[src/rtl/cs_pkg.sv]
// Package for the cosine similarity block: payload structs, accumulator types
// and shared widths. Used by every module of the block; depends on nothing.

package cs_pkg;

	localparam int SUM_W           = 48;
	localparam int ROOT_W          = 48;
	localparam int THR_W           = 48;
	localparam int CFG_DATA_W      = 64;
	localparam int CFG_ADDR_W      = 4;
	localparam int QUEUE_DEPTH_DEF = 2;

	localparam logic signed [15:0] COS_MAX = 16'sh7fff;
	localparam logic signed [15:0] COS_MIN = -16'sh8000;

	typedef struct packed {
		logic signed [15:0] x_value;
		logic signed [15:0] y_value;
		logic               last;
	} pair_t;

	typedef struct packed {
		logic signed [15:0] cosine;
		logic               degenerate;
	} result_t;

	// Finished sums of one vector pair, handed from the front to the back.
	typedef struct packed {
		logic        [SUM_W-1:0] sum_xx;
		logic        [SUM_W-1:0] sum_yy;
		logic signed [SUM_W-1:0] sum_xy;
	} sums_t;

endpackage

[src/rtl/cs_queue.sv]
// Short queue of finished vector sums between the front and the back end.
// Depends on cs_pkg for the entry type.

module cs_queue #(
	parameter int DEPTH = cs_pkg::QUEUE_DEPTH_DEF
) (
	input  logic          clk,
	input  logic          arst_n,
	input  logic          push,
	input  cs_pkg::sums_t wdata,
	output logic          full,
	input  logic          pop,
	output logic          nonempty,
	output cs_pkg::sums_t rdata
);

	localparam int PTR_W = (DEPTH > 1) ? $clog2(DEPTH) : 1;
	localparam int CNT_W = $clog2(DEPTH + 1);

	cs_pkg::sums_t      entry_q [DEPTH];
	logic [PTR_W-1:0]   wr_ptr_q;
	logic [PTR_W-1:0]   rd_ptr_q;
	logic [CNT_W-1:0]   count_q;

	assign full     = (count_q == CNT_W'(DEPTH));
	assign nonempty = (count_q != '0);
	assign rdata    = entry_q[rd_ptr_q];

	always_ff @(posedge clk or negedge arst_n) begin
		if (!arst_n) begin
			wr_ptr_q <= '0;
			rd_ptr_q <= '0;
			count_q  <= '0;
		end else begin
			if (push) begin
				wr_ptr_q <= (wr_ptr_q == PTR_W'(DEPTH - 1)) ? '0 : wr_ptr_q + 1'b1;
			end
			if (pop) begin
				rd_ptr_q <= (rd_ptr_q == PTR_W'(DEPTH - 1)) ? '0 : rd_ptr_q + 1'b1;
			end
			if (push && !pop) begin
				count_q <= count_q + 1'b1;
			end else if (pop && !push) begin
				count_q <= count_q - 1'b1;
			end
		end
	end

	always_ff @(posedge clk) begin
		if (push) begin
			entry_q[wr_ptr_q] <= wdata;
		end
	end

endmodule

[config.mk]
export PLATFORM = sky130hd
export DESIGN_NAME = cs_queue
export DESIGN_NICKNAME = d
export VERILOG_FILES = /design/src/rtl/cs_pkg.sv /design/src/rtl/cs_queue.sv
export SDC_FILE = /design/constraint.sdc
export NUM_CORES = 1
export LEC_CHECK = 0
export ABC_AREA = 1
export BUFFER_PORTS_ARGS = -buffer_cell sky130_fd_sc_hd__buf_2
export CORE_MARGIN = 2
export CORE_UTILIZATION = 30
export DETAILED_ROUTE_END_ITERATION = 7
export PLACE_DENSITY = 0.52
export SLEW_MARGIN = 10
export SYNTH_ARGS = -nofsm -noshare
export SYNTH_HDL_FRONTEND = slang
export SYNTH_SLANG_ARGS = --single-unit
export TNS_END_PERCENT = 30
[constraint.sdc]
create_clock -name clk -period 9.9 [get_ports clk]
set_input_delay 0.99 -clock clk [delete_from_list [all_inputs] [get_ports clk]]
set_output_delay 0.99 -clock clk [all_outputs]
set_load 0.02 [all_outputs]
==> reports/qor.csv <==
stage,metric,value,unit
logic_synthesis,synth_cell_types,14,
logic_synthesis,yosysTopAreaCell,edfxtp_1,
clock_network,cts_resized,0,
power_and_ir_drop,power_density,301,nW/um2
sta,worst_slack,6190,ps
floorplan,rows,69,
drt,drt_pass1_iterations,4,
sta,skew,17.4,ps
floorplan,die_area,37500,um2
logic_synthesis,ys_seq_area_frac,0.811,
sta,worst_pin_slew,1070,ps
setup_path,start_kind,register,
drt,drt_iter0_drc,176,
sta,period_share,0.375,
logic_synthesis,synth_top_area_frac,0.802,
clock_network,cts_made_buffers,34,
power_and_ir_drop,total_power,4.13,mW
grt,antenna_found_initial,1,
floorplan,dieWidth,194,um
drt,route.detailed.drc,0,
clock_network,cts_root_buf,clkbuf_16,
setup_path,cp.required,8910,ps
setup_path,crit_path_end_kind,output pin,
hold_path,hp-class,primary input to asynchronous set/reset pin,
logic_synthesis,ys_top_cells_by_area,"edfxtp_1, mux2_2, mux2_4",
finish,fill_cells,3319,
power_and_ir_drop,vdd_drop_max,0.180,mV
clock_network,worstSkewPairLatency,500,ps
sta,fmax,269,MHz
sta,grt_setup_unrepaired,false,
setup_path,crit_type,register to output pin,
drt,vias,5389,
logic_synthesis,synth.avg_cell_area,22.8,um2
placed_design,dpl.cell_count,1216,
logic_synthesis,synthCells,473,
sta,drv_slew,0,
grt,grt_pass1_wl,33.1,mm
floorplan,ios,294,
clock_network,clock_path_buffers,3,
drt,avgRoutedWirePerCell,17.2,um
clock_network,cts_tree,built,
logic_synthesis,syn_nets,622,
sta,finalHoldViolCount,0,
grt,grt_usage,0.114,
clock_network,ctsHoldBuffers,0,
grt,grt_max_degree,83,
floorplan,dieHeight,194,um
finish,seqCellArea,8750,um2
sta,fin_crit,3710,ps
finish,drive_gt1_frac,0.599,
logic_synthesis,synthesis.area,10800,um2
power_and_ir_drop,leakagePower,5.26,nW
run,cap_violations,0,
sta,relSlewSlack,0.289,
clock_network,postCtsSetupRepairBufs,0,
drt,vias_per_cell,4.22,
setup_path,path_max_fanout,60,
finish,multi_input_area,1900,um2
sta,finalSetupViolations,0,
placed_design,portBuffers,293,
sta,timing.hold.ws,287,ps
status,status,finished clean,
finish,fin_cells,1276,
clock_network,clk_pin_slew_worst_paths,60,ps
logic_synthesis,synth_warnings,0,
sta,setup_tns,0,ps
floorplan,initial_core_util,0.304,
setup_path,crit_arrival,2720,ps
clock_network,ctsHtreeMaxLevel,2,
placed_design,post-place-ws,6630,ps
drt,wl,22.0,mm
grt,grt_pass1_vias,5703,
finish,area_growth_syn_to_layout,27.5,%
placed_design,gp_congestion,0.731,
grt,grt_overflow,0,
placed_design,place_hpwl,14.3,mm
floorplan,core,35500,um2
logic_synthesis,ys_ff_latch,292,
clock_network,cts.sinks,292,
drt,antenna_left,0,
finish,nets,940,
==> layout by cell type, fill, tap and decap left out, types with 3 or more instances in the layout <==
cell / instances
inv_1: 6
buf_2: 293
nand2_1: 6
dfrtp_1: 3
buf_4: 5
clkbuf_16: 35
clkinv_2: 3
edfxtp_1: 288
mux2_2: 94
clkinv_1: 7
clkbuf_1: 9
mux2_4: 50
==> cell type report <==
| type | count | area share |
|---|---|---|
| Clock buffer | 44 | 0.0662 |
| Antenna cell | 2 | 0.000364 |
| Multi-Input combinational cell | 158 | 0.138 |
| Tap cell | 461 | 0.0420 |
| Clock inverter | 14 | 0.00537 |
| Inverter | 7 | 0.00228 |
| Timing Repair Buffer | 298 | 0.109 |
| Sequential cell | 292 | 0.637 |
==> flip-flops by register name, indices dropped and copies added (netlist names) <==
name      flops
entry_q     288
wr_ptr_q      1
rd_ptr_q      1
count_q       2
==> stage by stage <==
| stage | util | instance area [um2] |
|---|---|---|
| 2_1_floorplan | - | 10800 |
| 3_3_place_gp | 0.360 | 12800 |
| 3_5_place_dp | 0.360 | 12800 |
| 4_1_cts | 0.387 | 13700 |
| 5_1_grt | 0.387 | 13700 |
| 6_report | 0.387 | 13700 |
==> cells by family after synthesis <==
| logic type | after synthesis | synth area share |
|---|---|---|
| muxes | 144 | 0.168 |
| buffers and inverters | 23 | 0.0139 |
| xor gates and xnor gates | 3 | 0.00244 |
| and+or+nand+nor | 10 | 0.00383 |
| DFF | 292 | 0.811 |
| adders and majority gates | 1 | 0.00116 |
==> where the power goes <==
| group | leakage (nW) | total, mW | internal [mW] | switching (mW) |
|---|---|---|---|---|
| Clock | 0.474 | 1.11 | 0.646 | 0.461 |
| Combinational | 2.03 | 1.31 | 0.527 | 0.778 |
| Sequential | 2.75 | 1.72 | 1.64 | 0.0750 |
| Total | 5.26 | 4.13 | 2.82 | 1.31 |
==> final timing paths <==
kind                                         from  cells after the start                   endpoint  slack (ps)
max reg2reg                  wr_ptr_q$_DFFE_PN0P_                      3  entry_q[1][143]$_DFFE_PP_        7510
min reg2reg                count_q[1]$_DFFE_PN0P_                      2     count_q[1]$_DFFE_PN0P_         490
max                          rd_ptr_q$_DFFE_PN0P_                      3                  rdata[41]        6190
max in group asynchronous                  arst_n                      1       rd_ptr_q$_DFFE_PN0P_        9480
min                                        arst_n                      1       wr_ptr_q$_DFFE_PN0P_         290
min in group clk           count_q[1]$_DFFE_PN0P_                      2     count_q[1]$_DFFE_PN0P_         490
==> metal layers <==
metal	part of all wire	vias up	GRT usage
met3	0.083	41	0.0421
met5	0	-	0
met4	0.026	0	0.0365
li1	-	2507	-
met2	0.47	198	0.185
met1	0.42	2643	0.142
==> cells in the mapped netlist, drive strengths merged <==
| library cell | count |
|---|---|
| dfrtp | 4 |
| edfxtp | 288 |
| nand3 | 1 |
| xnor2 | 1 |
| mux2 | 144 |
| nand4 | 1 |
| xor2 | 2 |
| buf | 16 |
| ha | 1 |
| inv | 7 |
| nand2 | 6 |
| nor2 | 2 |
==> worst max-delay path: stages (launching register included) <==
cell and delay, ps:
dfrtp_4 700, buf_4 880, mux2_2 420, buf_2 160
(Power assumes the default switching activity.)
