===== src/rtl/cs_pkg.sv =====
// Package for the cosine similarity block: payload structs, accumulator types
// and shared widths. Used by every module of the block; depends on nothing.

package cs_pkg;

	localparam int SUM_W           = 48;
	localparam int ROOT_W          = 48;
	localparam int THR_W           = 48;
	localparam int CFG_DATA_W      = 64;
	localparam int CFG_ADDR_W      = 4;
	localparam int QUEUE_DEPTH_DEF = 2;

	localparam logic signed [15:0] COS_MAX = 16'sh7fff;
	localparam logic signed [15:0] COS_MIN = -16'sh8000;

	typedef struct packed {
		logic signed [15:0] x_value;
		logic signed [15:0] y_value;
		logic               last;
	} pair_t;

	typedef struct packed {
		logic signed [15:0] cosine;
		logic               degenerate;
	} result_t;

	// Finished sums of one vector pair, handed from the front to the back.
	typedef struct packed {
		logic        [SUM_W-1:0] sum_xx;
		logic        [SUM_W-1:0] sum_yy;
		logic signed [SUM_W-1:0] sum_xy;
	} sums_t;

endpackage


===== src/rtl/cs_front.sv =====
// Front end: takes one element pair per cycle while not stalled, squares and
// multiplies it and keeps the three saturating sums. Depends on cs_pkg.

module cs_front (
	input  logic          clk,
	input  logic          arst_n,
	input  logic          pair_valid,
	output logic          pair_stall,
	input  cs_pkg::pair_t pair,
	input  logic          queue_full,
	output logic          push,
	output cs_pkg::sums_t push_sums
);

	localparam int SW = cs_pkg::SUM_W;

	logic                 valid_s1;
	logic                 last_s1;
	logic        [30:0]   xx_s1;
	logic        [30:0]   yy_s1;
	logic signed [31:0]   xy_s1;

	logic        [SW-1:0] sum_xx_q;
	logic        [SW-1:0] sum_yy_q;
	logic signed [SW-1:0] sum_xy_q;

	logic signed [31:0]   xx_full;
	logic signed [31:0]   yy_full;
	logic signed [31:0]   xy_full;
	logic        [SW:0]   add_xx;
	logic        [SW:0]   add_yy;
	logic signed [SW:0]   add_xy;
	cs_pkg::sums_t        next_sums;
	logic                 advance;

	assign xx_full = 32'(pair.x_value) * 32'(pair.x_value);
	assign yy_full = 32'(pair.y_value) * 32'(pair.y_value);
	assign xy_full = 32'(pair.x_value) * 32'(pair.y_value);

	// A final pair waits in stage one until the queue has room for its sums.
	assign advance    = !(valid_s1 && last_s1 && queue_full);
	assign pair_stall = !advance;

	always_comb begin
		add_xx = {1'b0, sum_xx_q} + {{(SW - 30){1'b0}}, xx_s1};
		add_yy = {1'b0, sum_yy_q} + {{(SW - 30){1'b0}}, yy_s1};
		add_xy = {sum_xy_q[SW-1], sum_xy_q} + {{(SW - 31){xy_s1[31]}}, xy_s1};

		next_sums.sum_xx = add_xx[SW] ? {SW{1'b1}} : add_xx[SW-1:0];
		next_sums.sum_yy = add_yy[SW] ? {SW{1'b1}} : add_yy[SW-1:0];
		if (add_xy[SW] != add_xy[SW-1]) begin
			next_sums.sum_xy = add_xy[SW] ? {1'b1, {(SW - 1){1'b0}}}
			                              : {1'b0, {(SW - 1){1'b1}}};
		end else begin
			next_sums.sum_xy = add_xy[SW-1:0];
		end
	end

	assign push      = valid_s1 && last_s1 && !queue_full;
	assign push_sums = next_sums;

	always_ff @(posedge clk or negedge arst_n) begin
		if (!arst_n) begin
			valid_s1 <= 1'b0;
			sum_xx_q <= '0;
			sum_yy_q <= '0;
			sum_xy_q <= '0;
		end else if (advance) begin
			valid_s1 <= pair_valid;
			if (valid_s1) begin
				if (last_s1) begin
					sum_xx_q <= '0;
					sum_yy_q <= '0;
					sum_xy_q <= '0;
				end else begin
					sum_xx_q <= next_sums.sum_xx;
					sum_yy_q <= next_sums.sum_yy;
					sum_xy_q <= next_sums.sum_xy;
				end
			end
		end
	end

	always_ff @(posedge clk) begin
		if (advance) begin
			last_s1 <= pair.last;
			xx_s1   <= xx_full[30:0];
			yy_s1   <= yy_full[30:0];
			xy_s1   <= xy_full;
		end
	end

endmodule


===== config.mk =====
export PLATFORM = sky130hd
export DESIGN_NAME = cs_front
export DESIGN_NICKNAME = d
export VERILOG_FILES = /design/src/rtl/cs_pkg.sv /design/src/rtl/cs_front.sv
export SDC_FILE = /design/constraint.sdc
export NUM_CORES = 2
export LEC_CHECK = 0
export BUFFER_PORTS_ARGS = -buffer_cell sky130_fd_sc_hd__buf_2
export CORE_MARGIN = 2
export CORE_UTILIZATION = 60
export CTS_BUF_LIST = sky130_fd_sc_hd__clkbuf_8
export DETAILED_ROUTE_END_ITERATION = 7
export PLACE_DENSITY = 0.81
export SETUP_SLACK_MARGIN = 0.4
export SLEW_MARGIN = 20
export SYNTH_ARGS = -nofsm -noshare
export SYNTH_HDL_FRONTEND = slang
export SYNTH_SLANG_ARGS = --single-unit

===== constraint.sdc =====
create_clock -name clk -period 4.1 [get_ports clk]
set_input_delay 0.205 -clock clk [delete_from_list [all_inputs] [get_ports clk]]
set_output_delay 0.205 -clock clk [all_outputs]
set_load 0.01 [all_outputs]

==> results of run 1 <==
[per-stage QoR]
stage,setup slack (ns),area [um^2]
4_1_cts,-1.25,55500
3_5_place_dp,-2.24,49300
3_3_place_gp,-2.01,49300
2_1_floorplan,-1.66,43500
[routing by layer]
metal | GRT overflow | global-route usage
met2 | 47 | 0.845
met5 | 0 | 0.409
met1 | 2 | 0.692
met3 | 1 | 0.616
met4 | 48 | 0.659
[timing repair]
item                                    in CTS
gates resized for setup                    757
pin swaps                                  285
cloned                                      19
endpoints found under the hold margin       66
hold buffers                                 5
setup buffers                              201
endpoints found under the setup margin     246
[cell families after synthesis]
logic type,after synthesis
xor gates and xnor gates,235
muxes,18
and+or+nand+nor,1186
DFF,238
buffers and inverters,1170
AOI/OAI and AO/OA,738
adders and majority gates,1103
[Yosys cell counts, drive strengths merged, types with 5 or more instances]
cell,n
edfxtp,93
a31oi,21
dfrtp,145
nand4,30
a21o,95
nor3,28
nand3,51
o211ai,13
xor2,66
mux2i,7
a31o,14
ha,368
buf,33
clkbuf,146
o21a,15
maj3,16
mux2,11
a221oi,7
fa,719
a211oi,12
xnor2,169
a21boi,8
o31ai,12
a22o,75
a21oi,211
nor2,297
a2111oi,6
nor2b,21
and3,43
inv,986
or2,13
o21bai,40
nand2b,34
clkinv,5
and2,163
nand2,482
or3,8
o21ai,162
==> results_dict.tcl, run 1 <==
set metrics [dict create \
    ys_seq_area_frac 0.151 \
    synth_cells 4688 \
    cts_sinks 238 \
    synth_edf_count 93 \
    cts_buffers 47 \
    synth-adder-area-share 0.449 \
    synth-simple-area-share 0.127 \
    clockBufferDepth 3 \
    synth.mux.area_fraction 0.00455 \
    endpoint_type "register data pin" \
    overflow 98 \
    tool.error "[ERROR GRT-0232] Routing congestion too high. Check the congestion heatmap in the GUI." \
    placed_cells 6224 \
    synth_ff_type "dfrtp_1" \
    haltStage "global routing" \
    ys_warn_count 0 \
    initial_core_util 0.608 \
    htreeDepth 2 \
    synth_cell_types 86 \
    synth_top_area_share 0.338 \
    root_buffer "clkbuf_8" \
    grtUsageTotal 0.707 \
    gp_congestion 0.962 \
    syn-num-nets 5812 \
    rows 97 \
    post-dp-hpwl_um 93200 \
    synth-compound-area-share 0.115 \
    dieWidth_um 271 \
    worst_endpoint "xy_s1[24]$_DFFE_PN_/D" \
    pin_count 183 \
    avgSynthCellArea_um2 9.09 \
    grt_max_degree 85 \
    synth_seq_cells 238 \
    antenna_found_initial 36 \
    port_buffers 182 \
    netlist_area_um2 42600 \
    synth_xor_area_frac 0.0483 \
    synthTopCellsByArea "fa_1 (34%), ha_1 (11%), inv_1 (8.7%)" \
    status "stopped before the end" \
    synth_async_sr_flop_share 0.609 \
    synth_top_family_by_area "adder cells" \
    dieHeight_um 271 \
    yosys.area.top_type "fa_1" \
]
==> inputs of run 2 (changes only) <==
--- a/config.mk
+++ b/config.mk
@@ -7,11 +7,9 @@
 export LEC_CHECK = 0
 export BUFFER_PORTS_ARGS = -buffer_cell sky130_fd_sc_hd__buf_2
 export CORE_MARGIN = 2
-export CORE_UTILIZATION = 60
-export CTS_BUF_LIST = sky130_fd_sc_hd__clkbuf_8
+export CORE_UTILIZATION = 40
 export DETAILED_ROUTE_END_ITERATION = 7
-export PLACE_DENSITY = 0.81
-export SETUP_SLACK_MARGIN = 0.4
+export PLACE_DENSITY_LB_ADDON = 0.15
 export SLEW_MARGIN = 20
 export SYNTH_ARGS = -nofsm -noshare
 export SYNTH_HDL_FRONTEND = slang
==> constraint.sdc (replaced) <==
create_clock -name clk -period 5.35 [get_ports clk]
set_input_delay 0.2675 -clock clk [delete_from_list [all_inputs] [get_ports clk]]
set_output_delay 0.2675 -clock clk [all_outputs]
set_load 0.01 [all_outputs]
==> run 2 against run 1 <==
Compared with the run above:
- synthesized cell count unchanged
- the flow now finishes, with violations (negative setup slack)
- area after synthesis unchanged
==> results_dict.tcl, run 2 <==
set metrics [dict create \
    status "finished with violations" \
    violations "negative setup slack" \
    maxCapViolCount 0 \
    placed_cells 6623 \
    path_max_fanout 4 \
    slew_headroom 0.445 \
    rows 119 \
    cts_buffers 34 \
    end_kind "flip-flop" \
    min_period_over_period 1.03 \
    drv_slew 0 \
    yosysMostFrequentCell "inv_1" \
    grt_max_degree 98 \
    initial_core_util 0.404 \
    antenna_found_initial 2 \
    area_growth_pct 24.1 \
    avgSynthCellArea_um2 9.09 \
    gp_congestion 0.888 \
    synth_cells 4688 \
    grtUsageTotal 0.214 \
    wl_per_cell_um 16.8 \
    cts_sinks 238 \
    synth.mux.area_fraction 0.00455 \
    layout_common_cells "inv_1 (922), fa_1 (686), buf_4 (560)" \
    synth_cell_types 86 \
    drive_above_1_share 0.228 \
    synth_ff_type "dfrtp_1" \
    rsz0062_at_grt "true" \
    synthTopCellsByArea "fa_1 (34%), ha_1 (11%), inv_1 (8.7%)" \
    overflow 0 \
    root_buffer "clkbuf_16" \
    hp-class "input port to flip-flop" \
    drt_iter0_markers 1869 \
    port_buffers 182 \
    wl_um 114000 \
    dieWidth_um 330 \
    yosys.area.top_type "fa_1" \
    required_ns 5.64 \
    synth-simple-area-share 0.127 \
    synth_top_family_by_area "adder cells" \
    vias_per_cell 4.98 \
    synth.top_cells.by_count "inv_1 (983), fa_1 (719), nand2_1 (482)" \
    tightestPinTransition_ns 0.832 \
    grt_pass1_wl_um 187000 \
    utilization 0.502 \
    clk_pin_slew_ns 0.06 \
    cts_tree "done" \
    setup_slack_ns -0.160 \
    drc 0 \
    clock_skew_ns 0.0145 \
    critical_path_class "input port to flip-flop" \
    finish.net_count 6504 \
    period_needed_ns 5.51 \
    synth_edf_count 93 \
    ys_warn_count 0 \
    synth_seq_cells 238 \
    netlist_area_um2 42600 \
    setup_viol 10 \
    dieHeight_um 330 \
    startpoint_type "input port" \
    core_area_um2 105000 \
    dr.pass1.iters 6 \
    synth-adder-area-share 0.449 \
    via_count 33800 \
    fmax_mhz 181 \
    grt_pass1_vias 35700 \
    arrival_ns 5.80 \
    reg_top3 "sum_xx_q x48, sum_xy_q x48, sum_yy_q x48" \
    ant_nets 0 \
    fin_cells 6796 \
    synth-compound-area-share 0.115 \
    htreeDepth 2 \
    hold_viol 0 \
    ys_seq_area_frac 0.151 \
    synth_top_area_share 0.338 \
    clockBufferDepth 3 \
    whs_ns 0.119 \
    synth_xor_area_frac 0.0483 \
    clk_latency_ns 0.55 \
    synth_async_sr_flop_share 0.609 \
    die-area_um2 109000 \
    final_common_cell "inv_1" \
    post-dp-hpwl_um 92900 \
    pin_count 183 \
    syn-num-nets 5812 \
]
[run 2: timing repair]
item / in CTS / in global routing
cloned: 4 / 0
endpoints found under the setup margin: 29 / 34
endpoints found under the hold margin: 50 / 0
gates resized for setup: 266 / 197
hold buffers: 3 / 0
setup buffers: 83 / 37
pin swaps: 108 / 162
[run 2: final timing paths]
kind / startpoint / endpoint / slack (ns) / cells past startpoint
max: pair[25] / xy_s1[30] / -0.16 / 26
min: pair[17] / xx_s1[0] / 0.12 / 1
max reg2reg: sum_xy_q[0] / sum_xy_q[22] / 0.95 / 17
min reg2reg: sum_xy_q[7] / sum_xy_q[7] / 0.48 / 2
max in group asynchronous: arst_n / sum_xx_q[19] / 4.09 / 3
min in group asynchronous: arst_n / sum_xy_q[42] / 0.27 / 2
[run 2: cell type report]
cell class	instances	area, um^2
fill	10000	52500
multi-input combinational	3280	33100
timing repair buffer	835	6860
sequential	238	6420
inverter	991	3740
tap	1391	1740
clock buffer	43	926
clock inverter	17	119
antenna	1	2.50
[run 2: per-stage QoR]
| step | TNS (ns) | setup WS (ns) | instance area (um^2) |
|---|---|---|---|
| 6_report | -0.835 | -0.160 | 52900 |
| 3_3_place_gp | -28.92 | -0.929 | 49100 |
| 3_5_place_dp | -30.82 | -1.03 | 49100 |
| 2_1_floorplan | -6.87 | -0.471 | 43300 |
| 4_1_cts | -0.750 | -0.133 | 51900 |
| 5_1_grt | -4.34 | -0.377 | 52900 |
[run 2: routing by layer]
metal,GRT usage,share of wire,vias up
met5,0,0,-
met4,0.0423,0.019,0
met3,0.0188,0.038,99
met2,0.365,0.49,577
met1,0.299,0.46,17000
li1,-,-,16100
[run 2: critical path: stages]
cell	delay, ns
buf_8	0.11
buf_12	0.13
buf_8	0.12
and2_4	0.13
fa_1	0.53
inv_1	0.05
fa_1	0.47
fa_1	0.51
inv_1	0.05
fa_1	0.46
fa_1	0.56
inv_2	0.04
fa_1	0.51
inv_2	0.05
ha_4	0.27
inv_4	0.04
o21ai_4	0.19
o31ai_4	0.11
inv_2	0.09
o2111ai_4	0.12
a21oi_4	0.22
nand3_2	0.11
a311oi_2	0.30
a21o_1	0.18
a21oi_2	0.06
xnor2_1	0.11
[run 2: cell families after synthesis]
family                   Yosys count
AND/OR/NAND/NOR                 1186
AO/OA/AOI/OAI                    738
flip-flops                       238
adder cells (fa/ha/maj)         1103
XOR/XNOR                         235
buffers and inverters           1170
multiplexers                      18
Power of run 2 is left out: the tool's default activity adds up to more than one toggle a clock period on the data nets, which glitch-free logic cannot reach.
