--- config.mk ---
export PLATFORM = sky130hd
export DESIGN_NAME = cs_back
export DESIGN_NICKNAME = d
export VERILOG_FILES = /design/src/rtl/cs_pkg.sv /design/src/rtl/cs_back.sv
export SDC_FILE = /design/constraint.sdc
export NUM_CORES = 2
export LEC_CHECK = 0
export BUFFER_PORTS_ARGS = -buffer_cell sky130_fd_sc_hd__buf_4
export CAP_MARGIN = 20
export CORE_ASPECT_RATIO = 1.2
export CORE_MARGIN = 4
export CORE_UTILIZATION = 39
export CTS_CLUSTER_DIAMETER = 60
export DETAILED_ROUTE_END_ITERATION = 10
export MAX_ROUTING_LAYER = met4
export SLEW_MARGIN = 20
export SYNTH_ARGS = -nofsm -noshare
export SYNTH_HDL_FRONTEND = slang
export SYNTH_SLANG_ARGS = --single-unit
--- constraint.sdc ---
create_clock -name clk -period 14.6 [get_ports clk]
set_input_delay 1.46 -clock clk [delete_from_list [all_inputs] [get_ports clk]]
set_output_delay 1.46 -clock clk [all_outputs]
set_load 0.05 [all_outputs]
--- src/rtl/cs_pkg.sv ---
// Package for the cosine similarity block: payload structs, accumulator types
// and shared widths. Used by every module of the block; depends on nothing.

package cs_pkg;

	localparam int SUM_W           = 48;
	localparam int ROOT_W          = 48;
	localparam int THR_W           = 48;
	localparam int CFG_DATA_W      = 64;
	localparam int CFG_ADDR_W      = 4;
	localparam int QUEUE_DEPTH_DEF = 2;

	localparam logic signed [15:0] COS_MAX = 16'sh7fff;
	localparam logic signed [15:0] COS_MIN = -16'sh8000;

	typedef struct packed {
		logic signed [15:0] x_value;
		logic signed [15:0] y_value;
		logic               last;
	} pair_t;

	typedef struct packed {
		logic signed [15:0] cosine;
		logic               degenerate;
	} result_t;

	// Finished sums of one vector pair, handed from the front to the back.
	typedef struct packed {
		logic        [SUM_W-1:0] sum_xx;
		logic        [SUM_W-1:0] sum_yy;
		logic signed [SUM_W-1:0] sum_xy;
	} sums_t;

endpackage

--- src/rtl/cs_back.sv ---
// Back end: forms root = isqrt(sum_xx * sum_yy) one bit per cycle, divides the
// scaled dot product by it one bit per cycle and holds the result register.
// Depends on cs_pkg.

module cs_back (
	input  logic                      clk,
	input  logic                      arst_n,
	input  logic                      entry_valid,
	input  cs_pkg::sums_t             entry,
	output logic                      pop,
	input  logic [cs_pkg::THR_W-1:0]  threshold,
	output logic                      result_valid,
	input  logic                      result_stall,
	output cs_pkg::result_t           result
);

	localparam int SW         = cs_pkg::SUM_W;
	localparam int RW         = cs_pkg::ROOT_W;
	localparam int HW         = SW / 2;
	localparam int PW         = 2 * SW;
	localparam int NW         = SW + 15;
	localparam int SQRT_STEPS = RW;
	localparam int DIV_STEPS  = NW;
	localparam int MUL_STEPS  = 4;

	localparam logic [2:0] ST_IDLE = 3'd0;
	localparam logic [2:0] ST_MUL  = 3'd1;
	localparam logic [2:0] ST_SQRT = 3'd2;
	localparam logic [2:0] ST_CMP  = 3'd3;
	localparam logic [2:0] ST_DIV  = 3'd4;
	localparam logic [2:0] ST_OUT  = 3'd5;

	logic [2:0]           state_q;
	logic [5:0]           cnt_q;
	logic [SW-1:0]        sxx_q;
	logic [SW-1:0]        syy_q;
	logic signed [SW-1:0] sxy_q;
	logic [PW-1:0]        pp_q;
	logic [PW-1:0]        prod_q;
	logic [RW+1:0]        rem_q;
	logic [RW-1:0]        root_q;
	logic [NW-1:0]        num_q;
	logic [RW-1:0]        drem_q;
	logic                 degen_q;
	logic                 neg_q;
	logic                 res_valid_q;
	cs_pkg::result_t      res_q;

	logic [HW-1:0]        a_part;
	logic [HW-1:0]        b_part;
	logic [SW-1:0]        pp;
	logic [PW-1:0]        pp_shifted;
	logic [RW+1:0]        rem_sh;
	logic [RW+1:0]        trial;
	logic                 sqrt_ge;
	logic [RW:0]          drem_sh;
	logic                 div_ge;
	logic [RW:0]          drem_sub;
	logic [SW-1:0]        mag;
	logic                 big;
	logic [16:0]          quo_up;
	logic signed [15:0]   cos_final;
	logic                 out_free;

	// Partial products of the 48 by 48 bit multiply, one quarter per cycle.
	always_comb begin
		a_part = cnt_q[1] ? sxx_q[SW-1:HW] : sxx_q[HW-1:0];
		b_part = cnt_q[0] ? syy_q[SW-1:HW] : syy_q[HW-1:0];
		pp     = {{HW{1'b0}}, a_part} * {{HW{1'b0}}, b_part};
		case (cnt_q[1:0])
			2'd0:    pp_shifted = {{SW{1'b0}}, pp};
			2'd3:    pp_shifted = {pp, {SW{1'b0}}};
			default: pp_shifted = {{HW{1'b0}}, pp, {HW{1'b0}}};
		endcase
	end

	// Digit recurrence of the square root: two radicand bits in, one root bit out.
	assign rem_sh   = {rem_q[RW-1:0], prod_q[PW-1:PW-2]};
	assign trial    = {root_q, 2'b01};
	assign sqrt_ge  = (rem_sh >= trial);

	// Restoring division of the magnitude shifted up by 15 bits.
	assign drem_sh  = {drem_q, num_q[NW-1]};
	assign div_ge   = (drem_sh >= {1'b0, root_q});
	assign drem_sub = drem_sh - {1'b0, root_q};

	assign mag = sxy_q[SW-1] ? SW'(-sxy_q) : SW'(sxy_q);

	always_comb begin
		big    = |num_q[NW-1:16];
		quo_up = {1'b0, num_q[15:0]} + {16'd0, (drem_q != '0)};
		if (degen_q) begin
			cos_final = '0;
		end else if (neg_q) begin
			// Floor of a negative ratio rounds the magnitude up.
			if (big || quo_up > 17'd32768) begin
				cos_final = cs_pkg::COS_MIN;
			end else begin
				cos_final = -$signed(quo_up[15:0]);
			end
		end else if (big || num_q[15]) begin
			cos_final = cs_pkg::COS_MAX;
		end else begin
			cos_final = $signed(num_q[15:0]);
		end
	end

	assign out_free     = !res_valid_q || !result_stall;
	assign pop          = (state_q == ST_IDLE) && entry_valid;
	assign result_valid = res_valid_q;
	assign result       = res_q;

	always_ff @(posedge clk or negedge arst_n) begin
		if (!arst_n) begin
			state_q     <= ST_IDLE;
			cnt_q       <= '0;
			res_valid_q <= 1'b0;
		end else begin
			// The output state reloads the register itself when it is free.
			if (res_valid_q && !result_stall && state_q != ST_OUT) begin
				res_valid_q <= 1'b0;
			end
			case (state_q)
				ST_IDLE: begin
					cnt_q <= '0;
					if (entry_valid) begin
						state_q <= ST_MUL;
					end
				end
				ST_MUL: begin
					if (cnt_q == 6'(MUL_STEPS)) begin
						cnt_q   <= '0;
						state_q <= ST_SQRT;
					end else begin
						cnt_q <= cnt_q + 1'b1;
					end
				end
				ST_SQRT: begin
					if (cnt_q == 6'(SQRT_STEPS - 1)) begin
						cnt_q   <= '0;
						state_q <= ST_CMP;
					end else begin
						cnt_q <= cnt_q + 1'b1;
					end
				end
				ST_CMP: begin
					state_q <= (root_q <= threshold) ? ST_OUT : ST_DIV;
				end
				ST_DIV: begin
					if (cnt_q == 6'(DIV_STEPS - 1)) begin
						cnt_q   <= '0;
						state_q <= ST_OUT;
					end else begin
						cnt_q <= cnt_q + 1'b1;
					end
				end
				ST_OUT: begin
					if (out_free) begin
						res_valid_q <= 1'b1;
						state_q     <= ST_IDLE;
					end
				end
				default: begin
					state_q <= ST_IDLE;
				end
			endcase
		end
	end

	always_ff @(posedge clk) begin
		case (state_q)
			ST_IDLE: begin
				sxx_q  <= entry.sum_xx;
				syy_q  <= entry.sum_yy;
				sxy_q  <= entry.sum_xy;
				prod_q <= '0;
			end
			ST_MUL: begin
				pp_q <= pp_shifted;
				if (cnt_q != '0) begin
					prod_q <= prod_q + pp_q;
				end
				rem_q  <= '0;
				root_q <= '0;
			end
			ST_SQRT: begin
				prod_q <= {prod_q[PW-3:0], 2'b00};
				rem_q  <= sqrt_ge ? rem_sh - trial : rem_sh;
				root_q <= {root_q[RW-2:0], sqrt_ge};
			end
			ST_CMP: begin
				degen_q <= (root_q <= threshold);
				neg_q   <= sxy_q[SW-1];
				num_q   <= {mag, 15'd0};
				drem_q  <= '0;
			end
			ST_DIV: begin
				// Quotient bits shift in where numerator bits shift out.
				num_q  <= {num_q[NW-2:0], div_ge};
				drem_q <= div_ge ? drem_sub[RW-1:0] : drem_sh[RW-1:0];
			end
			ST_OUT: begin
				if (out_free) begin
					res_q.cosine     <= cos_final;
					res_q.degenerate <= degen_q;
				end
			end
			default: begin
			end
		endcase
	end

endmodule

==> impl_metrics.py <==
metrics = {
    "global_routing": {
        "grt_first_pass_wirelength_mm": 262,
        "first_global_vias": 44000,
        "grt_max_degree": 91,
        "overflow": 0,
        "antenna_found_initial": 5,
        "grt.total_usage_pct": 23.7,
    },
    "synth": {
        "syn-num-nets": 6958,
        "syn_area_per_cell_sq_um": 9.42,
        "synthArstFlopShare_pct": 1.75,
        "synth_seq_cells": 572,
        "syn-cell-area_sq_mm": 0.0552,
        "synth.area.top_cells": "edfxtp_1 (31%), fa_1 (18%), ha_1 (9.6%)",
        "yosysUniqueCellTypes": 77,
        "ys.flop_type": "edfxtp_1",
        "synth.top_cell.area_share_pct": 30.6,
        "synthCells": 5856,
        "synth_edf_count": 562,
        "yosys_warnings": 0,
        "synth_largest_area_cell": "edfxtp_1",
        "ys_seq_area_share_pct": 31.0,
    },
    "floorplan": {
        "num_rows": 150,
        "die_h_um": 420,
        "initial_utilization_pct": 39.4,
        "top_level_ports": 215,
        "die_width_um": 351,
        "die_area_sq_mm": 0.148,
        "coreArea_sq_mm": 0.140,
    },
    "timing": {
        "holdWs_ps": 531,
        "fin_crit_ps": 9430,
        "worstMarginPinSlew_ps": 1170,
        "tns_ps": 0,
        "rsz0062_at_grt": "no",
        "post-route-period-util_pct": 64.6,
        "timing.slew.headroom_pct": 21.2,
        "clock.fmax_mhz": 106,
        "slew_violations": 0,
        "finalHoldViolCount": 0,
        "setup_violations": 0,
        "skew_ps": 36.2,
    },
    "detailed_routing": {
        "avgViaCountPerCell": 5.53,
        "ant_nets": 0,
        "drt_wl_total_mm": 171,
        "drc_errors": 0,
        "route.vias.total": 43300,
        "drt-wirelength-per-cell_um": 21.9,
        "drt_iter0_markers": 3114,
        "drt-pass1-iter-count": 5,
    },
    "worst_setup_path": {
        "start_kind": "flip-flop",
        "ff2ff_path_depth": 25,
        "path_buf_inv": 5,
        "r2r_slack_ps": 5170,
        "cp_max_fo": 41,
        "crit_end": "pp_q[68]",
        "critPathLaunch": "cnt_q[0]",
        "crit_path_max_incr_delay_ps": 890,
        "r2r-start": "cnt_q[0]",
        "cp.required_ps": 15010,
        "crit_family": "adder cells",
        "path_common_cell": "fa_1",
        "crit_path_top_delay_cell": "mux2i_1",
        "cp.depth": 25,
        "critPathKind": "reg2reg",
        "critPathCaptureType": "flip-flop",
        "rr_endpoint": "pp_q[68]",
        "cp.arrival_ps": 9840,
    },
    "clock_tree": {
        "cts_num_sinks": 572,
        "clkTransAtPathRegs_ps": 60,
        "cts_buffer_depth": 3,
        "htreeDepth": 3,
        "cts_hold_buffers": 0,
        "post_cts_buffers": 0,
        "cts-buffers-inserted": 75,
        "clkLatencyLatePin_ps": 690,
        "cts_resized": 0,
        "cts-root-buf": "clkbuf_16",
        "cts_tree": "done",
    },
    "outcome": {
        "outcome": "finished, final reports clean",
    },
    "layout": {
        "syn2layout_area_growth_pct": 10.8,
        "nFillCells": 13700,
        "postLayoutCoreUtil_pct": 43.7,
        "layout-drive-gt1-share_pct": 8.28,
        "instances_no_fill": 7827,
        "finalNetCount": 7043,
    },
    "place": {
        "port_buffers": 214,
        "place_inst": 7687,
        "dpl.hpwl_mm": 134,
        "place_congestion": 0.954,
    },
    "worst_hold_path": {
        "min_path_type": "reg2reg",
    },
    "run": {
        "drv_cap": 0,
    },
}
-- per-layer routing --
| metal | GRT usage, % | part of all wire (%) | up-vias |
|---|---|---|---|
| li1 | - | - | 20100 |
| met1 | 29.5 | 42 | 21500 |
| met2 | 39.5 | 48 | 1300 |
| met3 | 2.96 | 5.1 | 353 |
| met4 | 9.47 | 4.6 | 0 |
| met5 | - | 0 | - |
-- final cells by class --
| class | count | area [sq um] | share of cell area (%) |
|---|---|---|---|
| tap | 1824 | 2280 | 3.73 |
| antenna | 4 | 10.0 | 0.0164 |
| inverter | 737 | 2770 | 4.53 |
| multi-input combinational | 4277 | 34400 | 56.3 |
| timing repair buffer | 278 | 2100 | 3.44 |
| clock inverter | 47 | 480 | 0.786 |
| sequential | 572 | 17100 | 28.0 |
| clock buffer | 88 | 1950 | 3.18 |
-- logic make-up (layout without fill, tap and decap cells) --
group | Yosys count | in the layout | synth area share [%]
AND/OR/NAND/NOR | 1758 | 1758 | 14.2
AO/OA/AOI/OAI | 1177 | 1177 | 13.4
buffers and inverters | 1007 | 1150 | 6.87
adder cells (fa/ha/maj) | 906 | 906 | 27.1
flip-flops | 572 | 572 | 31.0
XOR/XNOR | 286 | 286 | 4.54
multiplexers | 150 | 150 | 2.83
other | 0 | 4 | 0
-- synthesized netlist by cell type (all sizes together) (12+ instances only) --
library cell,instances
or4,12
xnor2,147
o21ai,315
nor2,597
a221oi,17
mux2i,103
fa,484
nor3,48
o21bai,57
o211ai,16
nor4,39
nand2b,23
buf,24
and3,55
ha,422
a22o,53
nand2,657
edfxtp,562
xor2,139
a21oi,332
nand4,79
or3,21
inv,736
a31oi,29
a211oi,29
nor2b,35
clkbuf,246
o21a,30
a21o,159
mux2,47
o31ai,28
nand3,64
or2,12
a21boi,15
and2,84
-- registers in the layout (all words and copies together) (netlist names) --
| signal | flops |
|---|---|
| sxy_q | 48 |
| prod_q | 96 |
| rem_q | 48 |
| neg_q | 1 |
| result | 17 |
| degen_q | 1 |
| sxx_q | 48 |
| drem_q | 48 |
| result_valid | 1 |
| root_q | 48 |
| cnt_q | 6 |
| num_q | 63 |
| state_q | 3 |
| pp_q | 96 |
| syy_q | 48 |
-- worst min path at each step --
stage | slack [ps] | startpoint | depth (start not counted) | endpoint
after floorplan | 450 | sxy_q[47] | 0 | neg_q
after global placement | 510 | cnt_q[1] | 2 | cnt_q[1]
after detailed placement | 520 | cnt_q[0] | 1 | cnt_q[0]
after CTS | 530 | cnt_q[0] | 1 | cnt_q[0]
after global routing | 540 | cnt_q[0] | 1 | cnt_q[0]
final | 530 | cnt_q[0] | 1 | cnt_q[0]
-- cell usage in the layout (no fill, tap or decap), types with 10 or more instances in the layout --
cell type / count
a41oi_1: 10
mux2i_1: 92
and4_1: 10
a31oi_1: 29
a22o_1: 53
nor2b_1: 34
xnor2_1: 146
nand2_1: 654
fa_1: 484
nand3_1: 64
or2_2: 12
nor4_1: 38
a21oi_1: 329
a211oi_1: 29
clkinv_1: 10
clkbuf_1: 12
o41ai_1: 10
clkbuf_16: 76
buf_4: 275
or3_1: 19
o21ai_0: 312
nand2b_1: 22
o31ai_1: 28
a21boi_0: 15
inv_6: 10
mux2_2: 47
inv_1: 736
and3_1: 55
o21bai_1: 57
o21a_1: 29
ha_1: 422
nor2_1: 596
nand4_1: 79
and2_1: 82
xor2_1: 139
a221oi_1: 17
edfxtp_1: 562
nor3_1: 47
o211ai_1: 16
a21o_1: 159
-- through the flow --
| stage | instance area [sq um] | setup slack [ps] |
|---|---|---|
| after global placement | 58600 | 4960 |
| after floorplan | 55200 | 1460 |
| after detailed placement | 58700 | 5100 |
| final | 61100 | 5170 |
| after CTS | 61100 | 5090 |
| after global routing | 61100 | 4730 |
Power is not shown: default switching activity piles up to over one toggle a cycle in this logic, so the estimate is an artifact.
